## src/rtl/core/tsps_pkg.sv

```systemverilog
// ----------------------------------------------------------------------------
// tsps_pkg: shared types and constants of the three-sensor steering block
// Register indexes, drive mode codes, sequencer states and fixed field widths
// used by the steering core and its arithmetic units.
// ----------------------------------------------------------------------------
package tsps_pkg;

	// Default sizes of the parameterised fields
	localparam int TICK_BITS_DEF = 16;
	localparam int DUTY_BITS_DEF = 10;

	// Fixed field widths
	localparam int CAL_W      = 4;
	localparam int SPEED_W    = 10;
	localparam int GAIN_W     = 16;
	localparam int DB_W       = 10;
	localparam int ERR_W      = 11;
	localparam int MODE_W     = 2;
	localparam int CFG_IDX_W  = 3;
	localparam int CFG_DATA_W = 16;

	// Centroid scale and error limit (both 1000)
	localparam int CENTROID_SCALE = 1000;
	localparam int ERR_LIMIT      = 1000;

	// PD term: Q4.12 gains, sum of two products, then truncation to integer
	localparam int Q_FRAC      = 12;
	localparam int PD_W        = 30;
	localparam int CORR_W      = PD_W - Q_FRAC;
	localparam int DUTY_SUM_W  = 20;

	// Register reset values
	localparam logic [CAL_W-1:0]   CAL_RST   = CAL_W'(1);
	localparam logic [SPEED_W-1:0] SPEED_RST = SPEED_W'(700);
	localparam logic [GAIN_W-1:0]  KP_RST    = GAIN_W'(1827);
	localparam logic [GAIN_W-1:0]  KD_RST    = GAIN_W'(1008);
	localparam logic [DB_W-1:0]    DB_RST    = DB_W'(100);

	// Configuration register indexes
	typedef enum logic [CFG_IDX_W-1:0] {
		REG_CAL        = 3'd0,
		REG_BASE_SPEED = 3'd1,
		REG_PROP_GAIN  = 3'd2,
		REG_DERIV_GAIN = 3'd3,
		REG_DEAD_BAND  = 3'd4
	} cfg_reg_t;

	// Drive mode codes
	typedef enum logic [MODE_W-1:0] {
		MODE_FWD   = 2'd0,
		MODE_LEFT  = 2'd1,
		MODE_RIGHT = 2'd2
	} drive_mode_t;

	// Sequencer states
	typedef enum logic [3:0] {
		ST_IDLE,
		ST_DIST_MUL,
		ST_DIST_WB,
		ST_SUM_MUL,
		ST_SUM_WB,
		ST_DIV,
		ST_ERR,
		ST_P_MUL,
		ST_P_WB,
		ST_D_MUL,
		ST_D_WB,
		ST_DUTY
	} seq_state_t;

	// Divider status towards the sequencer
	typedef struct packed {
		logic busy;
		logic done;
	} div_stat_t;

endpackage

```

## src/rtl/core/tsps_mul.sv

```systemverilog
// ----------------------------------------------------------------------------
// tsps_mul: shared signed multiplier
// One signed product per cycle, registered at the output. The sequencer
// time-shares it for the distance scaling, the centroid weighting and the
// two PD products.
// ----------------------------------------------------------------------------
module tsps_mul import tsps_pkg::*; #(
	parameter int AW = 17,
	parameter int BW = 22
) (
	input  logic                    clk,
	input  logic signed [AW-1:0]    a,
	input  logic signed [BW-1:0]    b,
	output logic signed [AW+BW-1:0] p
);

	logic signed [AW+BW-1:0] p_q;

	// Register the product
	always_ff @(posedge clk) begin
		p_q <= (AW+BW)'(a) * (AW+BW)'(b);
	end

	assign p = p_q;

endmodule

```

## src/rtl/core/tsps_div.sv

```systemverilog
// ----------------------------------------------------------------------------
// tsps_div: unsigned restoring divider
// One quotient bit per cycle, most significant first; done is high in the
// cycle the quotient is final.
// ----------------------------------------------------------------------------
module tsps_div import tsps_pkg::*; #(
	parameter int N  = 22,
	parameter int DV = 13
) (
	input  logic          clk,
	input  logic          arst_n,
	input  logic          start,
	input  logic [N-1:0]  dividend,
	input  logic [DV-1:0] divisor,
	output div_stat_t     stat,
	output logic [N-1:0]  quotient
);

	localparam int CW = $clog2(N + 1);

	logic          busy_q;
	logic [CW-1:0] cnt_q;
	logic [N-1:0]  q_q;
	logic [DV-1:0] rem_q;
	logic [DV-1:0] dvs_q;

	logic [DV:0]   rsh;
	logic [DV:0]   diff;
	logic          ge;

	// Trial subtraction of the shifted remainder
	always_comb begin
		rsh  = {rem_q, q_q[N-1]};
		diff = rsh - {1'b0, dvs_q};
		ge   = (rsh >= {1'b0, dvs_q});
	end

	// Control: count the quotient bits
	always_ff @(posedge clk or negedge arst_n) begin
		if (!arst_n) begin
			busy_q <= 1'b0;
			cnt_q  <= '0;
		end else if (start) begin
			busy_q <= 1'b1;
			cnt_q  <= CW'(N);
		end else if (busy_q) begin
			if (cnt_q == '0) begin
				busy_q <= 1'b0;
			end else begin
				cnt_q <= cnt_q - CW'(1);
			end
		end
	end

	// Datapath: shift in one quotient bit per step
	always_ff @(posedge clk) begin
		if (start) begin
			q_q   <= dividend;
			rem_q <= '0;
			dvs_q <= divisor;
		end else if (busy_q && (cnt_q != '0)) begin
			rem_q <= ge ? diff[DV-1:0] : rsh[DV-1:0];
			q_q   <= {q_q[N-2:0], ge};
		end
	end

	assign stat.busy = busy_q;
	assign stat.done = busy_q && (cnt_q == '0);
	assign quotient  = q_q;

endmodule

```

## src/rtl/core/three_sensor_pd_steering.sv

```systemverilog
// ----------------------------------------------------------------------------
// three_sensor_pd_steering: weighted-centroid PD steering controller
// Three echo lengths become distances, a centroid gives the steering error,
// the drive mode follows from the error and a PD term corrects the duty.
// A zero distance sum skips the divider, whose one-bit-per-cycle loop runs
// TICK_BITS + 6 steps; the shared multiplier forms six products: the three
// distances, the weighted centroid sum and the two PD terms.
// One word at a time: the sequencer takes the next input only once the result
// is registered, while that result may still wait on the output side.
// Reset: configuration registers take their default values, previous error clears to zero.
// ----------------------------------------------------------------------------
module three_sensor_pd_steering import tsps_pkg::*; #(
	parameter int TICK_BITS = TICK_BITS_DEF,
	parameter int DUTY_BITS = DUTY_BITS_DEF,
	localparam int IN_W  = ((3 * TICK_BITS + 7) / 8) * 8,
	localparam int OUT_W = ((MODE_W + DUTY_BITS + ERR_W + 7) / 8) * 8
) (
	input  logic                  clk,
	input  logic                  arst_n,
	// Configuration write channel
	input  logic                  cfg_valid,
	output logic                  cfg_ready,
	input  logic [CFG_IDX_W-1:0]  cfg_index,
	input  logic [CFG_DATA_W-1:0] cfg_data,
	// Input stream
	input  logic                  s_axis_tvalid,
	output logic                  s_axis_tready,
	// echo_left_ticks, echo_mid_ticks, echo_right_ticks, zero fill
	input  logic [IN_W-1:0]       s_axis_tdata,
	// Output stream
	output logic                  m_axis_tvalid,
	input  logic                  m_axis_tready,
	// drive_mode, duty, steer_error, zero fill
	output logic [OUT_W-1:0]      m_axis_tdata,
	// div_fault
	output logic                  m_axis_tuser
);

	// Widths derived from the tick width
	localparam int TW = TICK_BITS;
	localparam int K  = TW + 11;          // reciprocal shift
	localparam int QW = TW - 6;           // raw distance quotient
	localparam int DW = TW - 5;           // signed distance
	localparam int SW = DW + 2;           // signed distance sum
	localparam int NW = DW + 12;          // signed weighted numerator
	localparam int EW = NW + 1;           // unclamped error
	localparam int AW = (TW + 1 > GAIN_W + 1) ? TW + 1 : GAIN_W + 1;
	localparam int BW = TW + 6;
	localparam int PW = AW + BW;
	// ceil(17 * 2^K / 2000): exact floor(t * 17 / 2000) for every t below 2^TW
	localparam longint unsigned M_VAL = ((64'd17 << K) + 64'd1999) / 64'd2000;

	// Configuration registers
	logic [CAL_W-1:0]   cal_q;
	logic [SPEED_W-1:0] base_q;
	logic [GAIN_W-1:0]  kp_q;
	logic [GAIN_W-1:0]  kd_q;
	logic [DB_W-1:0]    db_q;

	// Sequencer
	seq_state_t state_q, state_d;
	logic [1:0] idx_q;

	// Datapath registers
	logic [TW-1:0]              tick_q [3];
	logic signed [DW-1:0]       d_q    [3];
	logic                       fault_q;
	logic                       qneg_q;
	logic signed [ERR_W-1:0]    e_q;
	logic signed [ERR_W-1:0]    last_q;
	drive_mode_t                mode_q;
	logic signed [PD_W-1:0]     s_q;

	// Output register
	logic                       out_valid_q;
	drive_mode_t                out_mode_q;
	logic [DUTY_BITS-1:0]       out_duty_q;
	logic signed [ERR_W-1:0]    out_err_q;
	logic                       out_fault_q;

	// Shared units
	logic signed [AW-1:0] mul_a;
	logic signed [BW-1:0] mul_b;
	logic signed [PW-1:0] prod;
	logic                 div_start;
	div_stat_t            div_stat;
	logic [NW-2:0]        quot;

	// Combinational datapath
	logic [QW-1:0]            dist_raw;
	logic signed [DW-1:0]     dist_new;
	logic signed [SW-1:0]     sum_c;
	logic signed [SW-1:0]     sum_neg;
	logic [SW-2:0]            sum_mag;
	logic signed [SW-1:0]     wsum_c;
	logic signed [NW-1:0]     num_c;
	logic signed [NW-1:0]     num_neg;
	logic [NW-2:0]            num_mag;
	logic signed [NW-1:0]     q_s;
	logic signed [EW-1:0]     e_raw;
	logic signed [ERR_W-1:0]  e_clamp;
	logic signed [ERR_W-1:0]  e_nxt;
	logic signed [ERR_W:0]    e_ext;
	logic signed [ERR_W:0]    db_ext;
	logic                     dist_equal;
	drive_mode_t              mode_nxt;
	logic signed [ERR_W:0]    de_c;
	logic signed [PD_W-1:0]   s_adj;
	logic signed [CORR_W-1:0] corr;
	logic signed [CORR_W:0]   corr_sel;
	logic                     negate;
	logic signed [DUTY_SUM_W-1:0] dsum;
	logic [DUTY_BITS-1:0]     duty_nxt;
	logic                     duty_load;

	tsps_mul #(
		.AW (AW),
		.BW (BW)
	) u_mul (
		.clk (clk),
		.a   (mul_a),
		.b   (mul_b),
		.p   (prod)
	);

	tsps_div #(
		.N  (NW - 1),
		.DV (SW - 1)
	) u_div (
		.clk      (clk),
		.arst_n   (arst_n),
		.start    (div_start),
		.dividend (num_mag),
		.divisor  (sum_mag),
		.stat     (div_stat),
		.quotient (quot)
	);

	// Distance: scaled quotient less calibration
	always_comb begin
		dist_raw = prod[K +: QW];
		dist_new = $signed({1'b0, dist_raw}) - $signed({{(DW - CAL_W){1'b0}}, cal_q});
	end

	// Centroid operands and their magnitudes
	always_comb begin
		sum_c   = SW'(d_q[0]) + SW'(d_q[1]) + SW'(d_q[2]);
		sum_neg = -sum_c;
		sum_mag = sum_c[SW-1] ? sum_neg[SW-2:0] : sum_c[SW-2:0];
		wsum_c  = SW'(d_q[1]) + (SW'(d_q[2]) <<< 1);
		num_c   = prod[NW-1:0];
		num_neg = -num_c;
		num_mag = num_c[NW-1] ? num_neg[NW-2:0] : num_c[NW-2:0];
	end

	// Error: signed quotient less the scale, clamped; zero on a fault
	always_comb begin
		q_s   = qneg_q ? -$signed({1'b0, quot}) : $signed({1'b0, quot});
		e_raw = EW'(q_s) - EW'(CENTROID_SCALE);
		if (e_raw > EW'(ERR_LIMIT)) begin
			e_clamp = ERR_W'(ERR_LIMIT);
		end else if (e_raw < -EW'(ERR_LIMIT)) begin
			e_clamp = -ERR_W'(ERR_LIMIT);
		end else begin
			e_clamp = e_raw[ERR_W-1:0];
		end
		e_nxt = fault_q ? '0 : e_clamp;
	end

	// Drive mode from distances and error
	always_comb begin
		e_ext      = (ERR_W + 1)'(e_nxt);
		db_ext     = $signed({2'b00, db_q});
		dist_equal = (d_q[0] == d_q[1]) && (d_q[1] == d_q[2]);
		priority if (dist_equal) begin
			mode_nxt = MODE_LEFT;
		end else if (e_ext < -db_ext) begin
			mode_nxt = MODE_LEFT;
		end else if (e_ext > db_ext) begin
			mode_nxt = MODE_RIGHT;
		end else begin
			mode_nxt = MODE_FWD;
		end
	end

	// PD correction and duty clamp
	always_comb begin
		de_c     = (ERR_W + 1)'(e_q) - (ERR_W + 1)'(last_q);
		s_adj    = s_q[PD_W-1] ? s_q + PD_W'((1 << Q_FRAC) - 1) : s_q;
		corr     = s_adj[PD_W-1:Q_FRAC];
		negate   = (mode_q == MODE_LEFT) || ((mode_q == MODE_FWD) && e_q[ERR_W-1]);
		corr_sel = negate ? -(CORR_W + 1)'(corr) : (CORR_W + 1)'(corr);
		dsum     = $signed({{(DUTY_SUM_W - SPEED_W){1'b0}}, base_q}) + DUTY_SUM_W'(corr_sel);
		if (dsum < 0) begin
			duty_nxt = '0;
		end else if (dsum > DUTY_SUM_W'((1 << DUTY_BITS) - 1)) begin
			duty_nxt = '1;
		end else begin
			duty_nxt = dsum[DUTY_BITS-1:0];
		end
		duty_load = (state_q == ST_DUTY) && (!out_valid_q || m_axis_tready);
	end

	// Next state
	always_comb begin
		state_d = state_q;
		unique case (state_q)
			ST_IDLE:     if (s_axis_tvalid) state_d = ST_DIST_MUL;
			ST_DIST_MUL: state_d = ST_DIST_WB;
			ST_DIST_WB:  state_d = (idx_q == 2'd2) ? ST_SUM_MUL : ST_DIST_MUL;
			ST_SUM_MUL:  state_d = ST_SUM_WB;
			ST_SUM_WB:   state_d = (sum_c == '0) ? ST_ERR : ST_DIV;
			ST_DIV:      if (div_stat.done) state_d = ST_ERR;
			ST_ERR:      state_d = ST_P_MUL;
			ST_P_MUL:    state_d = ST_P_WB;
			ST_P_WB:     state_d = ST_D_MUL;
			ST_D_MUL:    state_d = ST_D_WB;
			ST_D_WB:     state_d = ST_DUTY;
			ST_DUTY:     if (duty_load) state_d = ST_IDLE;
			default:     state_d = ST_IDLE;
		endcase
	end

	// Sequencer outputs: multiplier operands, divider start, input ready
	always_comb begin
		mul_a         = '0;
		mul_b         = '0;
		div_start     = 1'b0;
		s_axis_tready = 1'b0;
		unique case (state_q)
			ST_IDLE: begin
				s_axis_tready = 1'b1;
			end
			ST_DIST_MUL: begin
				mul_a = $signed({{(AW - TW){1'b0}}, tick_q[0]});
				mul_b = $signed(BW'(M_VAL));
			end
			ST_SUM_MUL: begin
				mul_a = AW'(CENTROID_SCALE);
				mul_b = BW'(wsum_c);
			end
			ST_SUM_WB: begin
				div_start = (sum_c != '0);
			end
			ST_P_MUL: begin
				mul_a = $signed({{(AW - GAIN_W){1'b0}}, kp_q});
				mul_b = BW'(e_q);
			end
			ST_D_MUL: begin
				mul_a = $signed({{(AW - GAIN_W){1'b0}}, kd_q});
				mul_b = BW'(de_c);
			end
			default: begin
			end
		endcase
	end

	// Configuration registers
	assign cfg_ready = 1'b1;

	always_ff @(posedge clk or negedge arst_n) begin
		if (!arst_n) begin
			cal_q  <= CAL_RST;
			base_q <= SPEED_RST;
			kp_q   <= KP_RST;
			kd_q   <= KD_RST;
			db_q   <= DB_RST;
		end else if (cfg_valid) begin
			unique case (cfg_index)
				REG_CAL:        cal_q  <= cfg_data[CAL_W-1:0];
				REG_BASE_SPEED: base_q <= cfg_data[SPEED_W-1:0];
				REG_PROP_GAIN:  kp_q   <= cfg_data[GAIN_W-1:0];
				REG_DERIV_GAIN: kd_q   <= cfg_data[GAIN_W-1:0];
				REG_DEAD_BAND:  db_q   <= cfg_data[DB_W-1:0];
				default: begin
				end
			endcase
		end
	end

	// Control state
	always_ff @(posedge clk or negedge arst_n) begin
		if (!arst_n) begin
			state_q     <= ST_IDLE;
			idx_q       <= '0;
			last_q      <= '0;
			out_valid_q <= 1'b0;
		end else begin
			state_q <= state_d;
			if (state_q == ST_IDLE) begin
				idx_q <= '0;
			end else if (state_q == ST_DIST_WB) begin
				idx_q <= idx_q + 2'd1;
			end
			if (duty_load) begin
				last_q      <= e_q;
				out_valid_q <= 1'b1;
			end else if (m_axis_tready) begin
				out_valid_q <= 1'b0;
			end
		end
	end

	// Datapath registers
	always_ff @(posedge clk) begin
		// Latch the three echo lengths
		if (s_axis_tvalid && s_axis_tready) begin
			tick_q[0] <= s_axis_tdata[TW-1:0];
			tick_q[1] <= s_axis_tdata[2*TW-1:TW];
			tick_q[2] <= s_axis_tdata[3*TW-1:2*TW];
		end
		// Advance the tick and distance lines, one sensor per pass
		if (state_q == ST_DIST_WB) begin
			tick_q[0] <= tick_q[1];
			tick_q[1] <= tick_q[2];
			d_q[0]    <= d_q[1];
			d_q[1]    <= d_q[2];
			d_q[2]    <= dist_new;
		end
		// Note the fault and the quotient sign
		if (state_q == ST_SUM_WB) begin
			fault_q <= (sum_c == '0);
			qneg_q  <= num_c[NW-1] ^ sum_c[SW-1];
		end
		if (state_q == ST_ERR) begin
			e_q    <= e_nxt;
			mode_q <= mode_nxt;
		end
		// Accumulate the PD sum
		if (state_q == ST_P_WB) begin
			s_q <= prod[PD_W-1:0];
		end
		if (state_q == ST_D_WB) begin
			s_q <= s_q + prod[PD_W-1:0];
		end
		// Hold the result word
		if (duty_load) begin
			out_mode_q  <= mode_q;
			out_duty_q  <= duty_nxt;
			out_err_q   <= e_q;
			out_fault_q <= fault_q;
		end
	end

	assign m_axis_tvalid = out_valid_q;
	assign m_axis_tdata  = OUT_W'({out_err_q, out_duty_q, out_mode_q});
	assign m_axis_tuser  = out_fault_q;

	// The sequencer waits on the divider for as long as it runs
	a_div_wait: assert property (@(posedge clk) disable iff (!arst_n)
		div_stat.busy |-> (state_q == ST_DIV))
		else $error("divider busy outside the divide state");

	// A faulted word carries a zero error
	a_fault_zero: assert property (@(posedge clk) disable iff (!arst_n)
		(out_valid_q && out_fault_q) |-> (out_err_q == '0))
		else $error("fault word with non-zero error");

	// The error stays within its clamp
	a_err_range: assert property (@(posedge clk) disable iff (!arst_n)
		out_valid_q |-> ((out_err_q <= ERR_W'(ERR_LIMIT)) && (out_err_q >= -ERR_W'(ERR_LIMIT))))
		else $error("steering error outside the clamp");

	// A result word only appears from the duty state
	a_out_src: assert property (@(posedge clk) disable iff (!arst_n)
		$rose(out_valid_q) |-> ($past(state_q) == ST_DUTY))
		else $error("result word raised outside the duty state");

endmodule

```

## config.mk

```make
export PLATFORM = sky130hd
export DESIGN_NAME = three_sensor_pd_steering
export DESIGN_NICKNAME = d
export VERILOG_FILES = /design/src/rtl/core/tsps_pkg.sv /design/src/rtl/core/tsps_mul.sv /design/src/rtl/core/tsps_div.sv /design/src/rtl/core/three_sensor_pd_steering.sv
export SDC_FILE = /design/constraint.sdc
export NUM_CORES = 2
export LEC_CHECK = 0
export ABC_AREA = 1
export BUFFER_PORTS_ARGS = -buffer_cell sky130_fd_sc_hd__buf_2
export CAP_MARGIN = 0
export CORE_MARGIN = 2
export CORE_UTILIZATION = 45
export CTS_BUF_LIST = sky130_fd_sc_hd__clkbuf_2 sky130_fd_sc_hd__clkbuf_4 sky130_fd_sc_hd__clkbuf_8
export CTS_CLUSTER_DIAMETER = 30
export DETAILED_ROUTE_END_ITERATION = 8
export MAX_ROUTING_LAYER = met4
export PLACE_DENSITY = 0.64
export SYNTH_ARGS = -nofsm -noshare
export SYNTH_HDL_FRONTEND = slang
export SYNTH_HIERARCHICAL = 1
export SYNTH_SLANG_ARGS = --single-unit
```

## constraint.sdc

```tcl
create_clock -name clk -period 8.83 [get_ports clk]
set_input_delay 1.766 -clock clk [delete_from_list [all_inputs] [get_ports clk]]
set_output_delay 1.766 -clock clk [all_outputs]
set_load 0.05 [all_outputs]
```

==> flow_summary.json <==
{
  "outcome": "complete, no violations",
  "worstPathArrival_ns": 8.74,
  "clkSinkCount": 313,
  "crit_slowest_cell": "fa_1",
  "initial_core_util_pct": 45.3,
  "fmax_mhz": 121,
  "drv_cap": 0,
  "grt_remaining_overflow": 0,
  "worstHoldStart": "mode_q[0]",
  "wl_per_cell_um": 15.9,
  "hold_path_class": "reg -> reg",
  "antenna_found_initial": 4,
  "fp.dieW_um": 283,
  "syn_inst": 4446,
  "synth_warnings": 6,
  "place.gp.congestion": 0.938,
  "max_stage_delay_ns": 0.58,
  "setup_viol": 0,
  "via_per_inst": 4.98,
  "row_count": 102,
  "worstPathMaxFanout": 47,
  "rr_startpoint": "e_q[2]",
  "core_area_um2": 77100,
  "die_y_um": 283,
  "cts_root_buf": "clkbuf_8",
  "die_area_um2": 79800,
  "cp_common_cell": "nand2_1",
  "track_usage_pct": 24.2,
  "grt_pass1_vias": 28800,
  "clkSlewWorstSetupHoldPaths_ns": 0.06,
  "ios": 100,
  "nets": 5251,
  "hold_violations": 0,
  "dp_hpwl_mm": 73.2,
  "avgSynthCellArea_um2": 7.85,
  "cts_made_buffers": 83,
  "skew_ns": 0.0609,
  "drive_gt1_share_pct": 11.1,
  "drc": 0,
  "critical_path_required_ns": 9.32,
  "area_growth_pct": 11.4,
  "via_count": 28300,
  "slew_viol_final": 0,
  "cp-start-kind": "flop",
  "finalCritPeriodShare_pct": 93.5,
  "io_buffers": 97,
  "synth_area_um2": 34900,
  "dr.pass1.iters": 6,
  "grt_pass1_wl_mm": 148,
  "h-tree-depth": 3,
  "grt_max_degree": 67,
  "worstSetupPathType": "reg -> reg",
  "startpoint": "e_q[2]",
  "end_kind": "flop",
  "drt_iter0_markers": 1652,
  "drtAntennaViolNets": 0,
  "max-slew-margin-rel_pct": 20.1,
  "fill_cells": 7627,
  "period_needed_ns": 8.26,
  "cts_tree": "built",
  "clock_path_buffers": 3,
  "fin_util_pct": 50.4,
  "worst_pin_slew_ns": 1.19,
  "wl_mm": 90.2,
  "clkLatencyLatePin_ns": 0.69
}
layout make-up:
type	instances	area, um2	share of cell area (%)
Timing Repair Buffer	167	1040	2.68
Clock inverter	59	786	2.02
Antenna cell	2	5.00	0.0129
Multi-Input combinational cell	3060	22400	57.5
Inverter	948	3560	9.15
Clock buffer	96	1290	3.32
Tap cell	1040	1300	3.35
Sequential cell	313	8540	21.9
worst max-delay path, delay by kind of cell (launching register included):
kind / cells / cell delay, ns
compound gates: 5 / 0.69
fa+ha+maj: 8 / 3.81
buf+inv: 6 / 0.84
flops: 1 / 0.44
simple gates: 20 / 2.18
flip-flops by register name (all words and copies together), names as in the netlist, 2 cells and up:
register,count
kp_q,16
out_mode_q,2
out_duty_q,10
e_q,11
idx_q,2
state_q,4
last_q,11
u_div/dvs_q,12
tick_q,48
kd_q,16
u_mul/p,37
db_q,10
base_q,10
s_q,30
u_div/rem_q,12
u_div/cnt_q,5
d_q,33
out_err_q,11
u_div/quotient,22
cal_q,4
mode_q,2
cell usage in the layout (no fill, tap or decap), types with 9 or more instances in the layout:
cell type and n:
inv_1 932, inv_2 14, or2_2 18, fa_1 381
nand4_1 67, ha_1 221, o21bai_1 16, bufinv_16 15
nand2_4 9, clkinvlp_4 11, nor3_1 36, a21oi_1 127
o21ai_0 159, nand3_2 19, nand2_1 1232, xnor2_1 58
nor2_4 12, dfrtp_1 58, nor2_1 276, clkinv_2 12
o21ai_1 12, nor2_2 19, nand2_2 44, xor2_1 93
clkbuf_8 91, buf_2 96, nand3_1 147, dfstp_2 22
buf_4 68, edfxtp_1 184, dfxtp_1 49
routing by layer:
| metal | wire length [um] | global-route usage [%] | part of all wire, % |
|---|---|---|---|
| met5 | 0 | - | 0 |
| met4 | 2470 | 7.29 | 2.7 |
| met3 | 4170 | 2.80 | 4.6 |
| met2 | 43800 | 40.7 | 49 |
| met1 | 39700 | 30.5 | 44 |
metrics by stage:
stage,setup WS [ns],std cells,setup TNS [ns],instance area [um2],hold slack (ns)
2_1_floorplan,1.09,4447,0,34900,0.426
3_3_place_gp,0.146,5514,0,36700,0.431
3_5_place_dp,0.301,5514,0,36700,0.435
4_1_cts,0.240,5669,0,38700,0.450
5_1_grt,-0.0125,5684,-0.0125,38900,0.467
6_report,0.574,5685,0,38900,0.449
timing repair:
item,in CTS,in global routing
endpoints found under the hold margin,0,0
setup buffers,0,13
hold buffers,0,0
gates resized for setup,0,13
endpoints found under the setup margin,0,12
final timing paths:
kind,endpoint,slack [ns],cells past startpoint
worst max-delay path,u_mul/p[32],0.57,39
worst min-delay path,out_mode_q[0],0.45,0
worst max register to register,u_mul/p[32],0.57,39
worst min register to register,out_mode_q[0],0.45,0
max in group asynchronous,cal_q[1],6.62,2
min in group asynchronous,m_axis_tvalid,0.95,1
Power is not shown: default switching activity piles up to over one toggle a cycle in this logic, so the estimate is an artifact.
